$ cat config.mk
export PLATFORM = sky130hd
export DESIGN_NAME = psh_index
export DESIGN_NICKNAME = d
export VERILOG_FILES = /design/src/design/psh_pkg.sv /design/src/design/psh_index.sv
export SDC_FILE = /design/constraint.sdc
export NUM_CORES = 1
export LEC_CHECK = 0
export BUFFER_PORTS_ARGS = -buffer_cell sky130_fd_sc_hd__buf_2
export CORE_AREA = 2 2 289 219
export DETAILED_ROUTE_END_ITERATION = 8
export DIE_AREA = 0 0 291 221
export GPL_TIMING_DRIVEN = 0
export PLACE_DENSITY_LB_ADDON = 0.05
export REMOVE_ABC_BUFFERS = 1
export SYNTH_ARGS = -nofsm -noshare
export SYNTH_HDL_FRONTEND = slang
export SYNTH_SLANG_ARGS = --single-unit
$ cat constraint.sdc
create_clock -name clock -period 14.7 [get_ports clock]
set_input_delay 2.94 -clock clock [delete_from_list [all_inputs] [get_ports clock]]
set_output_delay 2.94 -clock clock [all_outputs]
set_load 0.1 [all_outputs]
$ cat src/design/psh_pkg.sv
// ----------------------------------------------------------------------------
// psh_pkg
// Shared widths, register indexes, reset values and types of the program
// address sample histogram.
// ----------------------------------------------------------------------------
package psh_pkg;

   localparam int ADDR_WIDTH      = 32;
   localparam int SCALE_WIDTH     = 17;
   localparam int COUNT_WIDTH     = 13;
   localparam int INDEX_WIDTH     = 16;
   localparam int VALUE_WIDTH     = 16;
   localparam int FRAC_BITS       = 16;
   localparam int CSR_DATA_WIDTH  = 32;
   localparam int CSR_INDEX_WIDTH = 2;
   localparam int MAX_BINS_DEFAULT = 4096;

   localparam logic [ADDR_WIDTH-1:0]  BASE_OFFSET_RESET  = '0;
   localparam logic [SCALE_WIDTH-1:0] SCALE_FACTOR_RESET = 17'd65536;
   localparam logic [COUNT_WIDTH-1:0] BIN_COUNT_RESET    = 13'd4096;

   typedef enum logic [CSR_INDEX_WIDTH-1:0] {
      CSR_BASE_OFFSET  = 2'd0,
      CSR_SCALE_FACTOR = 2'd1,
      CSR_BIN_COUNT    = 2'd2
   } csr_index_type;

   typedef struct packed {
      logic [ADDR_WIDTH-1:0]  base_offset;
      logic [SCALE_WIDTH-1:0] scale_factor;
      logic [COUNT_WIDTH-1:0] bin_count;
   } cfg_type;

   typedef struct packed {
      logic                   valid;
      logic                   hit;
      logic [INDEX_WIDTH-1:0] bin_index;
   } bin_req_type;

endpackage

$ cat src/design/psh_index.sv
// ----------------------------------------------------------------------------
// psh_index
// Input register and bin index stage. The sample is offset, scaled by the
// 1.16 factor and checked against the bin limits.
// ----------------------------------------------------------------------------
module psh_index #(
   parameter int MAX_BINS = psh_pkg::MAX_BINS_DEFAULT
) (
   input  logic                                clock,
   input  logic                                reset,
   input  logic                                clearing,
   input  psh_pkg::cfg_type                    cfg,
   input  logic                                req_valid,
   output logic                                req_ready,
   input  logic [psh_pkg::ADDR_WIDTH-1:0]      req_sampled_address,
   output psh_pkg::bin_req_type                bin_req,
   input  logic                                take
);

   import psh_pkg::*;

   localparam int ProdWidth = ADDR_WIDTH + SCALE_WIDTH;
   localparam logic [INDEX_WIDTH:0] BinLimit = (INDEX_WIDTH + 1)'(MAX_BINS);

   logic                  s1_vld_ff, s1_vld_in;
   logic [ADDR_WIDTH-1:0] s1_addr_ff;
   bin_req_type           s2_ff, s2_in;
   logic                  s1_en, s2_en;
   logic [ADDR_WIDTH-1:0] offset;
   logic [ProdWidth-1:0]  product;
   logic [INDEX_WIDTH-1:0] index;

   assign s2_en     = !s2_ff.valid || take;
   assign s1_en     = !s1_vld_ff || s2_en;
   assign req_ready = s1_en && !clearing;

   always_comb begin
      offset  = s1_addr_ff - cfg.base_offset;
      product = {{SCALE_WIDTH{1'b0}}, offset} * {{ADDR_WIDTH{1'b0}}, cfg.scale_factor};
      index   = product[FRAC_BITS +: INDEX_WIDTH];
      s1_vld_in       = req_valid && req_ready;
      s2_in.valid     = s1_vld_ff;
      s2_in.bin_index = index;
      s2_in.hit       = (index < {{(INDEX_WIDTH - COUNT_WIDTH){1'b0}}, cfg.bin_count})
                        && ({1'b0, index} < BinLimit);
   end

   always_ff @(posedge clock) begin
      if (reset) begin
         s1_vld_ff    <= 1'b0;
         s2_ff.valid  <= 1'b0;
      end else begin
         if (s1_en) begin
            s1_vld_ff <= s1_vld_in;
         end
         if (s2_en) begin
            s2_ff.valid <= s2_in.valid;
         end
      end
      if (req_valid && req_ready) begin
         s1_addr_ff <= req_sampled_address;
      end
      if (s2_en) begin
         s2_ff.hit       <= s2_in.hit;
         s2_ff.bin_index <= s2_in.bin_index;
      end
   end

   assign bin_req = s2_ff;

endmodule

==> results.toml <==
[outcome]
outcome = "finished clean"

[sta]
slew_headroom = 0.134
setup_viol_count_final = 0
setup_ws_ns = 1.51
fin_worst_hold_slack_ns = 0.505
timing.clock.skew_ns = 0.0178
rsz0062_at_grt = "false"
report.final.hold_viol_count = 0
final_period_demand_of_the_worst_path_ns = 13.19
worst-slew-pin-transition_ns = 1.29
report.final.slew_viol_count = 0
period_share = 0.898
fmax_mhz = 75.8

[synth]
asyncSetResetFlopFracSynth = 0
warnings_synthesis = 0
avgSynthCellArea_sq_um = 8.93
yosys.area_share.xor_xnor = 0.0452
dominantRegCellSynth = "sky130_fd_sc_hd__edfxtp_1"
synth_sequential_area_ratio = 0.0991
synth_top_area_cell = "sky130_fd_sc_hd__fa_1"
synth_largest_type_area_fraction = 0.417
yosys-top-cells-area = "sky130_fd_sc_hd__fa_1 (42%), sky130_fd_sc_hd__inv_1 (11%), sky130_fd_sc_hd__edfxtp_1 (9.6%)"
combinational_family_with_the_most_area_after_synthesis = "adder cells"
synth.distinct_cells = 59
synth.cell_area_sq_mm = 0.0153
synth_compound_gate_area_share = 0.0622
yosys_register_bits = 51
synthSimpleGateAreaFrac = 0.163
netlist_instances = 1708
synth_common_cells = "sky130_fd_sc_hd__inv_1 (442), sky130_fd_sc_hd__fa_1 (318), sky130_fd_sc_hd__nand2_1 (255)"
synthMostInstantiatedCell = "sky130_fd_sc_hd__inv_1"
synth.mux.area_fraction = 0.000656
synth-edff-count = 49
post_synth_fa_ha_maj_area_fraction = 0.506

[place]
place_ws_ns = 0.897
place.gp.congestion = 0.755
standard_cell_area_after_detailed_placement_sq_mm = 0.0170
place.port_buffers = 117
dp.final_hpwl_mm = 39.0

[finish]
register_area_sq_mm = 0.00151
final.fill_count = 6698
multi_input_comb_area_sq_mm = 0.0120
num-nets-final = 2311
syn2layout_area_growth_pct = 12.4
design_area_sq_mm = 0.0172
drive_gt1_frac = 0.101
layout.core_utilization = 0.279

[clock_network]
postCtsResizedCells = 0
cts_tree = "built"
postCtsSetupBuffers = 0
cts-htree-levels = 2
cts_sinks = 51
hold_fix_buffers_cts = 0
worst_setup_hold_path_clk_slew_ns = 0.09
clock-root-buffer = "sky130_fd_sc_hd__clkbuf_16"
numCtsBuffers = 5
worst_skew_pair.late_latency_ns = 0.35
clock_tree.buffer_depth = 2

[floorplanning]
floorplan.io_pins = 118
die_w_microns = 291
chipHeight_microns = 221
fp-row-count = 79
placeableCoreArea_sq_mm = 0.0616
starting_density = 0.248
die_area_sq_mm = 0.0643

[drt]
dr.pass1.iters = 5
route.detailed.drc = 0
dr_total_vias = 10900
ant_nets = 0
postRouteWirelength_mm = 48.6
wl_per_cell_microns = 18.7
drt-initial-drc-count = 421
detail_route.vias_per_cell = 4.19

[global_routing]
pin_count_of_the_biggest_net_entering_global_routing = 34
grt_overflow_total = 0
first_pass_grt_wire_length_mm = 77.8
first_global_vias = 12700
antenna_violations_before_repair = 2
gr_util_all_layers = 0.160

[critical_path]
critical_path.slowest_cell = "sky130_fd_sc_hd__o31ai_1"
crit_path_max_fanout = 9
path_class = "in2reg"
critical_path_buf_inv_count = 6
cp-end-kind = "flip-flop"
cpMostUsedCell = "sky130_fd_sc_hd__fa_1"
critical_path.top_delay_family = "compound AO/OA/AOI/OAI gates"
cp.arrival_ns = 13.35
cp-start-kind = "input port"
critPathMaxStageDelay_ns = 0.97
worstPathRequired_ns = 14.86

[flow_run]
timing.max_cap.violations = 0

[hold_path]
worst_hold_path_type = "reg2reg"
==> area by class of cell <==
type	instances	area share
Inverter	442	0.0967
Antenna cell	2	0.000292
Timing Repair Buffer	131	0.0462
Multi-Input combinational cell	1155	0.700
Clock inverter	3	0.00197
Sequential cell	51	0.0881
Tap cell	810	0.0591
Clock buffer	5	0.00729
==> registers in the layout (all words and copies together) (netlist names) <==
| register | cells |
|---|---|
| bin_req | 18 |
| s1_vld_ff | 1 |
| s1_addr_ff | 32 |
==> worst min-delay path, delay by kind of cell, from the launching register on <==
kind | cells | cell delay, ns
DFF | 1 | 0.33
and+or+nand+nor | 2 | 0.14
==> kinds of logic (layout without fill, tap and decap cells) <==
kind of cell               after synthesis  in the layout
AOI/OAI and AO/OA                      135            135
xor gates and xnor gates                65             65
adders and majority gates              426            426
buffers and inverters                  502            581
DFF                                     51             51
muxes                                    1              1
other                                    0              2
and+or+nand+nor                        528            528
==> stage by stage <==
step / instances / setup TNS (ns)
6_report: 2599 / 0
5_1_grt: 2597 / 0
4_1_cts: 2597 / 0
3_5_place_dp: 2589 / 0
3_3_place_gp: 2575 / -0.222
2_1_floorplan: 1648 / 0
==> per-layer routing <==
| metal | share of wire | GRT usage | vias to the layer above |
|---|---|---|---|
| met5 | 0 | 0 | - |
| met4 | 0.011 | 0.0247 | 0 |
| met3 | 0.032 | 0.0225 | 22 |
| met2 | 0.44 | 0.254 | 137 |
| met1 | 0.51 | 0.235 | 5547 |
| li1 | - | - | 5189 |
==> placed cells by master, fill, tap and decap left out, drive strengths merged, types with 2 or more instances in the layout <==
cell	instances
a2111o	2
a2111oi	2
a211o	3
a211oi	3
a21o	17
a21oi	38
a221o	4
a221oi	3
a31oi	8
and2	135
and3	7
buf	131
clkbuf	5
dfxtp	2
diode	2
edfxtp	49
fa	318
ha	108
inv	444
nand2	256
nand2b	15
nand3	8
nand4	4
nor2	69
nor2b	12
nor3	9
o211ai	9
o21a	10
o21ai	23
o21bai	5
o31a	2
o31ai	2
or2	7
or3	2
xnor2	45
xnor3	7
xor2	12
==> final timing paths <==
check                                             start                  endpoint  slack, ns  depth (start not counted)
worst max-delay path                            cfg[33]     bin_req[16]$_DFFE_PP_       1.51                         38
worst min-delay path             s1_vld_ff$_SDFFE_PP0N_  bin_req[17]$_SDFFE_PP0P_       0.50                          2
worst max register to register  s1_addr_ff[3]$_DFFE_PP_     bin_req[16]$_DFFE_PP_       3.84                         36
worst min register to register   s1_vld_ff$_SDFFE_PP0N_  bin_req[17]$_SDFFE_PP0P_       0.50                          2
Power is not shown: default switching activity piles up to over one toggle a cycle in this logic, so the estimate is an artifact.
