--- src/design/psh_pkg.sv ---
// ----------------------------------------------------------------------------
// psh_pkg
// Shared widths, register indexes, reset values and types of the program
// address sample histogram.
// ----------------------------------------------------------------------------
package psh_pkg;

   localparam int ADDR_WIDTH      = 32;
   localparam int SCALE_WIDTH     = 17;
   localparam int COUNT_WIDTH     = 13;
   localparam int INDEX_WIDTH     = 16;
   localparam int VALUE_WIDTH     = 16;
   localparam int FRAC_BITS       = 16;
   localparam int CSR_DATA_WIDTH  = 32;
   localparam int CSR_INDEX_WIDTH = 2;
   localparam int MAX_BINS_DEFAULT = 4096;

   localparam logic [ADDR_WIDTH-1:0]  BASE_OFFSET_RESET  = '0;
   localparam logic [SCALE_WIDTH-1:0] SCALE_FACTOR_RESET = 17'd65536;
   localparam logic [COUNT_WIDTH-1:0] BIN_COUNT_RESET    = 13'd4096;

   typedef enum logic [CSR_INDEX_WIDTH-1:0] {
      CSR_BASE_OFFSET  = 2'd0,
      CSR_SCALE_FACTOR = 2'd1,
      CSR_BIN_COUNT    = 2'd2
   } csr_index_type;

   typedef struct packed {
      logic [ADDR_WIDTH-1:0]  base_offset;
      logic [SCALE_WIDTH-1:0] scale_factor;
      logic [COUNT_WIDTH-1:0] bin_count;
   } cfg_type;

   typedef struct packed {
      logic                   valid;
      logic                   hit;
      logic [INDEX_WIDTH-1:0] bin_index;
   } bin_req_type;

endpackage

--- src/design/psh_count.sv ---
// ----------------------------------------------------------------------------
// psh_count
// Bin counter update and result register. Reads the bin, adds one with
// forwarding of the most recent write, writes it back and presents the word.
// ----------------------------------------------------------------------------
module psh_count #(
   parameter int MAX_BINS = psh_pkg::MAX_BINS_DEFAULT,
   localparam int AddrWidth = (MAX_BINS > 1) ? $clog2(MAX_BINS) : 1
) (
   input  logic                                clock,
   input  logic                                reset,
   input  psh_pkg::bin_req_type                bin_req,
   output logic                                take,
   output logic                                rd_en,
   output logic [AddrWidth-1:0]                rd_addr,
   input  logic [psh_pkg::VALUE_WIDTH-1:0]     rd_data,
   output logic                                wr_en,
   output logic [AddrWidth-1:0]                wr_addr,
   output logic [psh_pkg::VALUE_WIDTH-1:0]     wr_data,
   output logic                                rsp_valid,
   input  logic                                rsp_ready,
   output logic                                rsp_in_range,
   output logic [psh_pkg::INDEX_WIDTH-1:0]     rsp_bin_index,
   output logic [psh_pkg::VALUE_WIDTH-1:0]     rsp_bin_value
);

   import psh_pkg::*;

   bin_req_type            s3_ff;
   logic                   fwd_vld_ff;
   logic [AddrWidth-1:0]   fwd_addr_ff;
   logic [VALUE_WIDTH-1:0] fwd_val_ff;
   logic                   rsp_vld_ff;
   logic                   rsp_in_range_ff;
   logic [INDEX_WIDTH-1:0] rsp_bin_index_ff;
   logic [VALUE_WIDTH-1:0] rsp_bin_value_ff;
   logic                   out_en, s3_en, retire;
   logic [AddrWidth-1:0]   s3_addr;
   logic [VALUE_WIDTH-1:0] count_cur, count_in;

   assign out_en  = !rsp_vld_ff || rsp_ready;
   assign s3_en   = !s3_ff.valid || out_en;
   assign take    = s3_en;
   assign retire  = out_en && s3_ff.valid;
   assign rd_en   = s3_en && bin_req.valid;
   assign rd_addr = bin_req.bin_index[AddrWidth-1:0];
   assign s3_addr = s3_ff.bin_index[AddrWidth-1:0];

   // The memory returns the old contents when read and written together,
   // so the last written count takes over when it belongs to this bin.
   always_comb begin
      count_cur = (fwd_vld_ff && (fwd_addr_ff == s3_addr)) ? fwd_val_ff : rd_data;
      count_in  = count_cur + VALUE_WIDTH'(1);
   end

   assign wr_en   = retire && s3_ff.hit;
   assign wr_addr = s3_addr;
   assign wr_data = count_in;

   always_ff @(posedge clock) begin
      if (reset) begin
         s3_ff.valid <= 1'b0;
         fwd_vld_ff  <= 1'b0;
         rsp_vld_ff  <= 1'b0;
      end else begin
         if (s3_en) begin
            s3_ff.valid <= bin_req.valid;
         end
         if (wr_en) begin
            fwd_vld_ff <= 1'b1;
         end
         if (out_en) begin
            rsp_vld_ff <= s3_ff.valid;
         end
      end
      if (s3_en) begin
         s3_ff.hit       <= bin_req.hit;
         s3_ff.bin_index <= bin_req.bin_index;
      end
      if (wr_en) begin
         fwd_addr_ff <= s3_addr;
         fwd_val_ff  <= count_in;
      end
      if (retire) begin
         rsp_in_range_ff  <= s3_ff.hit;
         rsp_bin_index_ff <= s3_ff.bin_index;
         rsp_bin_value_ff <= s3_ff.hit ? count_in : '0;
      end
   end

   assign rsp_valid     = rsp_vld_ff;
   assign rsp_in_range  = rsp_in_range_ff;
   assign rsp_bin_index = rsp_bin_index_ff;
   assign rsp_bin_value = rsp_bin_value_ff;

endmodule

--- config.mk ---
export PLATFORM = sky130hd
export DESIGN_NAME = psh_count
export DESIGN_NICKNAME = d
export VERILOG_FILES = /design/src/design/psh_pkg.sv /design/src/design/psh_count.sv
export SDC_FILE = /design/constraint.sdc
export NUM_CORES = 1
export LEC_CHECK = 0
export BUFFER_PORTS_ARGS = -buffer_cell sky130_fd_sc_hd__buf_2
export CAP_MARGIN = 20
export CORE_MARGIN = 2
export CORE_UTILIZATION = 40
export CTS_CLUSTER_DIAMETER = 150
export DETAILED_ROUTE_END_ITERATION = 12
export GPL_TIMING_DRIVEN = 0
export PLACE_DENSITY = 0.8
export SYNTH_ARGS = -nofsm -noshare
export SYNTH_HDL_FRONTEND = slang
export SYNTH_SLANG_ARGS = --single-unit
--- constraint.sdc ---
create_clock -name clock -period 2.81 [get_ports clock]
set_input_delay 0.1405 -clock clock [delete_from_list [all_inputs] [get_ports clock]]
set_output_delay 0.1405 -clock clock [all_outputs]
set_load 0.03 [all_outputs]
==> flow_metrics.env <==
export IMPL_numCtsBuffers=9
export IMPL_internal_power_mw=2.172
export IMPL_worst_pin_slew_ns=0.8670
export IMPL_violations="setup timing"
export IMPL_place_area_sq_um=4468
export IMPL_cp_top_family="simple AND/OR/NAND/NOR gates"
export IMPL_hold_viol_final=0
export IMPL_max_stage_delay_ns=0.42
export IMPL_path_buf_inv=4
export IMPL_drtPass1Iterations=4
export IMPL_ys_ff_latch=81
export IMPL_cp_max_fo=4
export IMPL_yosys_area_share_simple=0.1301
export IMPL_cp_depth=13
export IMPL_cp_startpoint="wr_addr[7]"
export IMPL_fin_nets=474
export IMPL_worstHoldPathType="in2reg"
export IMPL_synth_common_cells="edfxtp_1 (78), xnor2_1 (29), buf_4 (24), and2_1 (17), mux2i_1 (13)"
export IMPL_rows=34
export IMPL_clk_pin_slew_ns=0.09
export IMPL_required_ns=2.67
export IMPL_drive_above_1_share=0.5193
export IMPL_synth_most_common_cell="edfxtp_1"
export IMPL_swShare=0.2485
export IMPL_rsz0062_at_grt="yes"
export IMPL_yosys_mux_area_fraction=0.03878
export IMPL_clk_path_buf_depth=2
export IMPL_finalSetupViolCount=17
export IMPL_synthCells=261
export IMPL_endpoint_kind="primary output"
export IMPL_r2r_end="rsp_bin_value[8]"
export IMPL_postRouteWirelength_um=8723
export IMPL_areaGrowthSynthToFinish_pct=48.11
export IMPL_grt_max_degree=34
export IMPL_rrSetupSlack_ns=-0.22
export IMPL_crit_slowest_cell="edfxtp_1"
export IMPL_yosys_area_top_type="edfxtp_1"
export IMPL_fin_ws_ns=-0.3397
export IMPL_yosysWarnings=0
export IMPL_num_vias=2665
export IMPL_syn_num_nets=299
export IMPL_powerDensity_nw_per_um2=535.2
export IMPL_portBuffers=113
export IMPL_antenna_left=0
export IMPL_synth_cell_types=29
export IMPL_dieArea_sq_um=9894
export IMPL_initial_core_util=0.4160
export IMPL_fin_crit_sh=1.121
export IMPL_vdd_drop_max_mv=0.3624
export IMPL_report_final_slew_viol_count=0
export IMPL_die_h_um=99.47
export IMPL_synth_area_leaders="edfxtp_1 (64%), xnor2_1 (7.0%), buf_4 (4.9%), mux2i_1 (3.6%), and2_1 (2.9%)"
export IMPL_grt_overflow=0
export IMPL_coreArea_sq_um=8763
export IMPL_synthXorXnorAreaFrac=0.09128
export IMPL_synth_edf_count=78
export IMPL_utilization=0.6162
export IMPL_worst_ep_arrival_time_ns=3.01
export IMPL_outcome="complete, but fails checks"
export IMPL_grt_pass1_vias=2681
export IMPL_grt_use_total=0.1725
export IMPL_vias_per_cell=4.854
export IMPL_syn_area_per_cell_sq_um=13.97
export IMPL_async_flop_share=0
export IMPL_root_buffer="clkbuf_8"
export IMPL_diodes=0
export IMPL_clock_latency_ns=0.34
export IMPL_antenna_found_initial=0
export IMPL_startpoint_type="register"
export IMPL_clockPowerShare=0.354
export IMPL_rr_worst_depth=14
export IMPL_p_sw_uw=718.3
export IMPL_path_cells="xnor2_1 > nand4_1 > nor4_4 > buf_6 > buf_12 > mux2_4 > ha_4 > nand4_1 > buf_4 > nor3_4 > xnor2_2 > mux2i_4 > buf_6"
export IMPL_path_class="reg2out"
export IMPL_grt_pass1_wl_um=13080
export IMPL_die_w_um=99.47
export IMPL_cts_tree="built"
export IMPL_max_cap_violations=0
export IMPL_synth_top_area_share=0.6424
export IMPL_synth_top_family_by_area="simple AND/OR/NAND/NOR gates"
export IMPL_synthesis_area_sq_um=3646
export IMPL_drt_iter0_drc=86
export IMPL_clock_sinks=81
export IMPL_p_comb_frac=0.156
export IMPL_period_needed_ns=3.150
export IMPL_synth_fa_ha_area_frac=0.003432
export IMPL_ctsHtreeMaxLevel=3
export IMPL_ioPinCount=114
export IMPL_fin_area_sq_um=5400
export IMPL_gp_congestion=0.9116
export IMPL_seqPwrFrac=0.490
export IMPL_fmax_mhz=317.5
export IMPL_setup_worst_path_end="wr_data[12]"
export IMPL_total_leakage_power_nw=2.129
export IMPL_synth_compound_area_frac=0.009952
export IMPL_synth_flop_cell="edfxtp_1"
export IMPL_routedWlPerCell_um=15.89
export IMPL_relSlewSlack=0.4220
export IMPL_seq_area_frac_synth=0.6589
export IMPL_hpwlAfterDp_um=5553
export IMPL_worstReg2RegStart="wr_addr[7]"
export IMPL_fin_skew_ns=0.006912
export IMPL_drc=0
cell type report:
| cell class | count | area [sq um] |
|---|---|---|
| multi-input cells | 145 | 1289 |
| well taps | 108 | 135.1 |
| flip-flops and latches | 81 | 2402 |
| fillers | 657 | 3363 |
| repair buffers | 165 | 1090 |
| plain buffers | 27 | 215.2 |
| clock inverters | 6 | 115.1 |
| inverters | 7 | 26.28 |
| clock buffers | 10 | 127.6 |
cell usage in the layout (no fill, tap or decap), drive strengths merged:
cell	count
a211oi	1
a21o	1
a21oi	3
and2	17
and3	2
buf	172
bufinv	3
clkbuf	12
clkinv	1
clkinvlp	1
dfxtp	3
dlygate4sd3	18
edfxtp	78
ha	1
inv	8
mux2	1
mux2i	13
nand2	11
nand2b	3
nand3	11
nand4	12
nor2	12
nor2b	3
nor3	9
nor4	6
o21ai	1
xnor2	29
xor2	9
stage by stage:
| step | setup TNS (ns) | worst slack, ns | power (mW) | hold WS [ns] | cells |
|---|---|---|---|---|---|
| floorplan | -1.368 | -0.1976 | 1.682 | 0.2129 | 261 |
| global placement | -5.841 | -0.4437 | 1.798 | 0.3203 | 482 |
| detailed placement | -6.486 | -0.5117 | 1.811 | 0.3199 | 483 |
| CTS | -2.379 | -0.3085 | 2.879 | 0.02140 | 535 |
| global route | -8.317 | -0.5977 | 3.001 | 0.006658 | 549 |
| finish | -3.311 | -0.3397 | 2.890 | 0.03320 | 549 |
registers in the layout, summed over array words and instances, names as in the netlist:
name and cells:
rsp_valid 1, fwd_addr_ff 12, fwd_vld_ff 1, fwd_val_ff 16, rsp_in_range 1, rsp_bin_value 16, s3_ff 6, rsp_bin_index 16
wr_addr 12
metal layers:
metal,share of wire,routed length (um),up-vias,GRT usage
li1,-,-,1268,-
met1,0.40,3468,1268,0.2004
met2,0.51,4482,113,0.3072
met3,0.070,613,16,0.04779
met4,0.018,159,0,0.05901
met5,0,0,-,0
cell families after synthesis:
group,Yosys count
and+or+nand+nor,86
DFF,81
xor gates and xnor gates,38
buffers and inverters,35
muxes,14
AOI/OAI and AO/OA,6
adders and majority gates,1
worst min-delay path, cell delays in order:
cell     delay, ns
buf_2         0.09
a21oi_1       0.04
nor2_1        0.07
what timing repair did:
action / in CTS / in global routing
pin swaps: 10 / 13
setup endpoints to repair: 22 / 25
resized for setup: 26 / 33
hold endpoints to repair: 20 / 0
hold buffers: 18 / 0
setup buffers: 19 / 15
worst min path at each step:
stage	start	slack, ns	cells past startpoint	end
after global placement	bin_req[16]	0.32	1	s3_ff[16]
after detailed placement	bin_req[14]	0.32	1	s3_ff[14]
after CTS	bin_req[17]	0.02	3	s3_ff[17]
after global routing	bin_req[17]	0.007	3	s3_ff[17]
final	bin_req[17]	0.03	3	s3_ff[17]
after floorplan	reset	0.21	1	fwd_vld_ff
power groups by stage:
stage | Clock, mW | Sequential, mW | Combinational (mW)
floorplan | 0 | 1.49 | 0.194
global placement | 0 | 1.44 | 0.353
detailed placement | 0 | 1.45 | 0.364
CTS | 1.05 | 1.42 | 0.418
global route | 1.10 | 1.42 | 0.478
finish | 1.02 | 1.42 | 0.451
(Power assumes the default switching activity.)
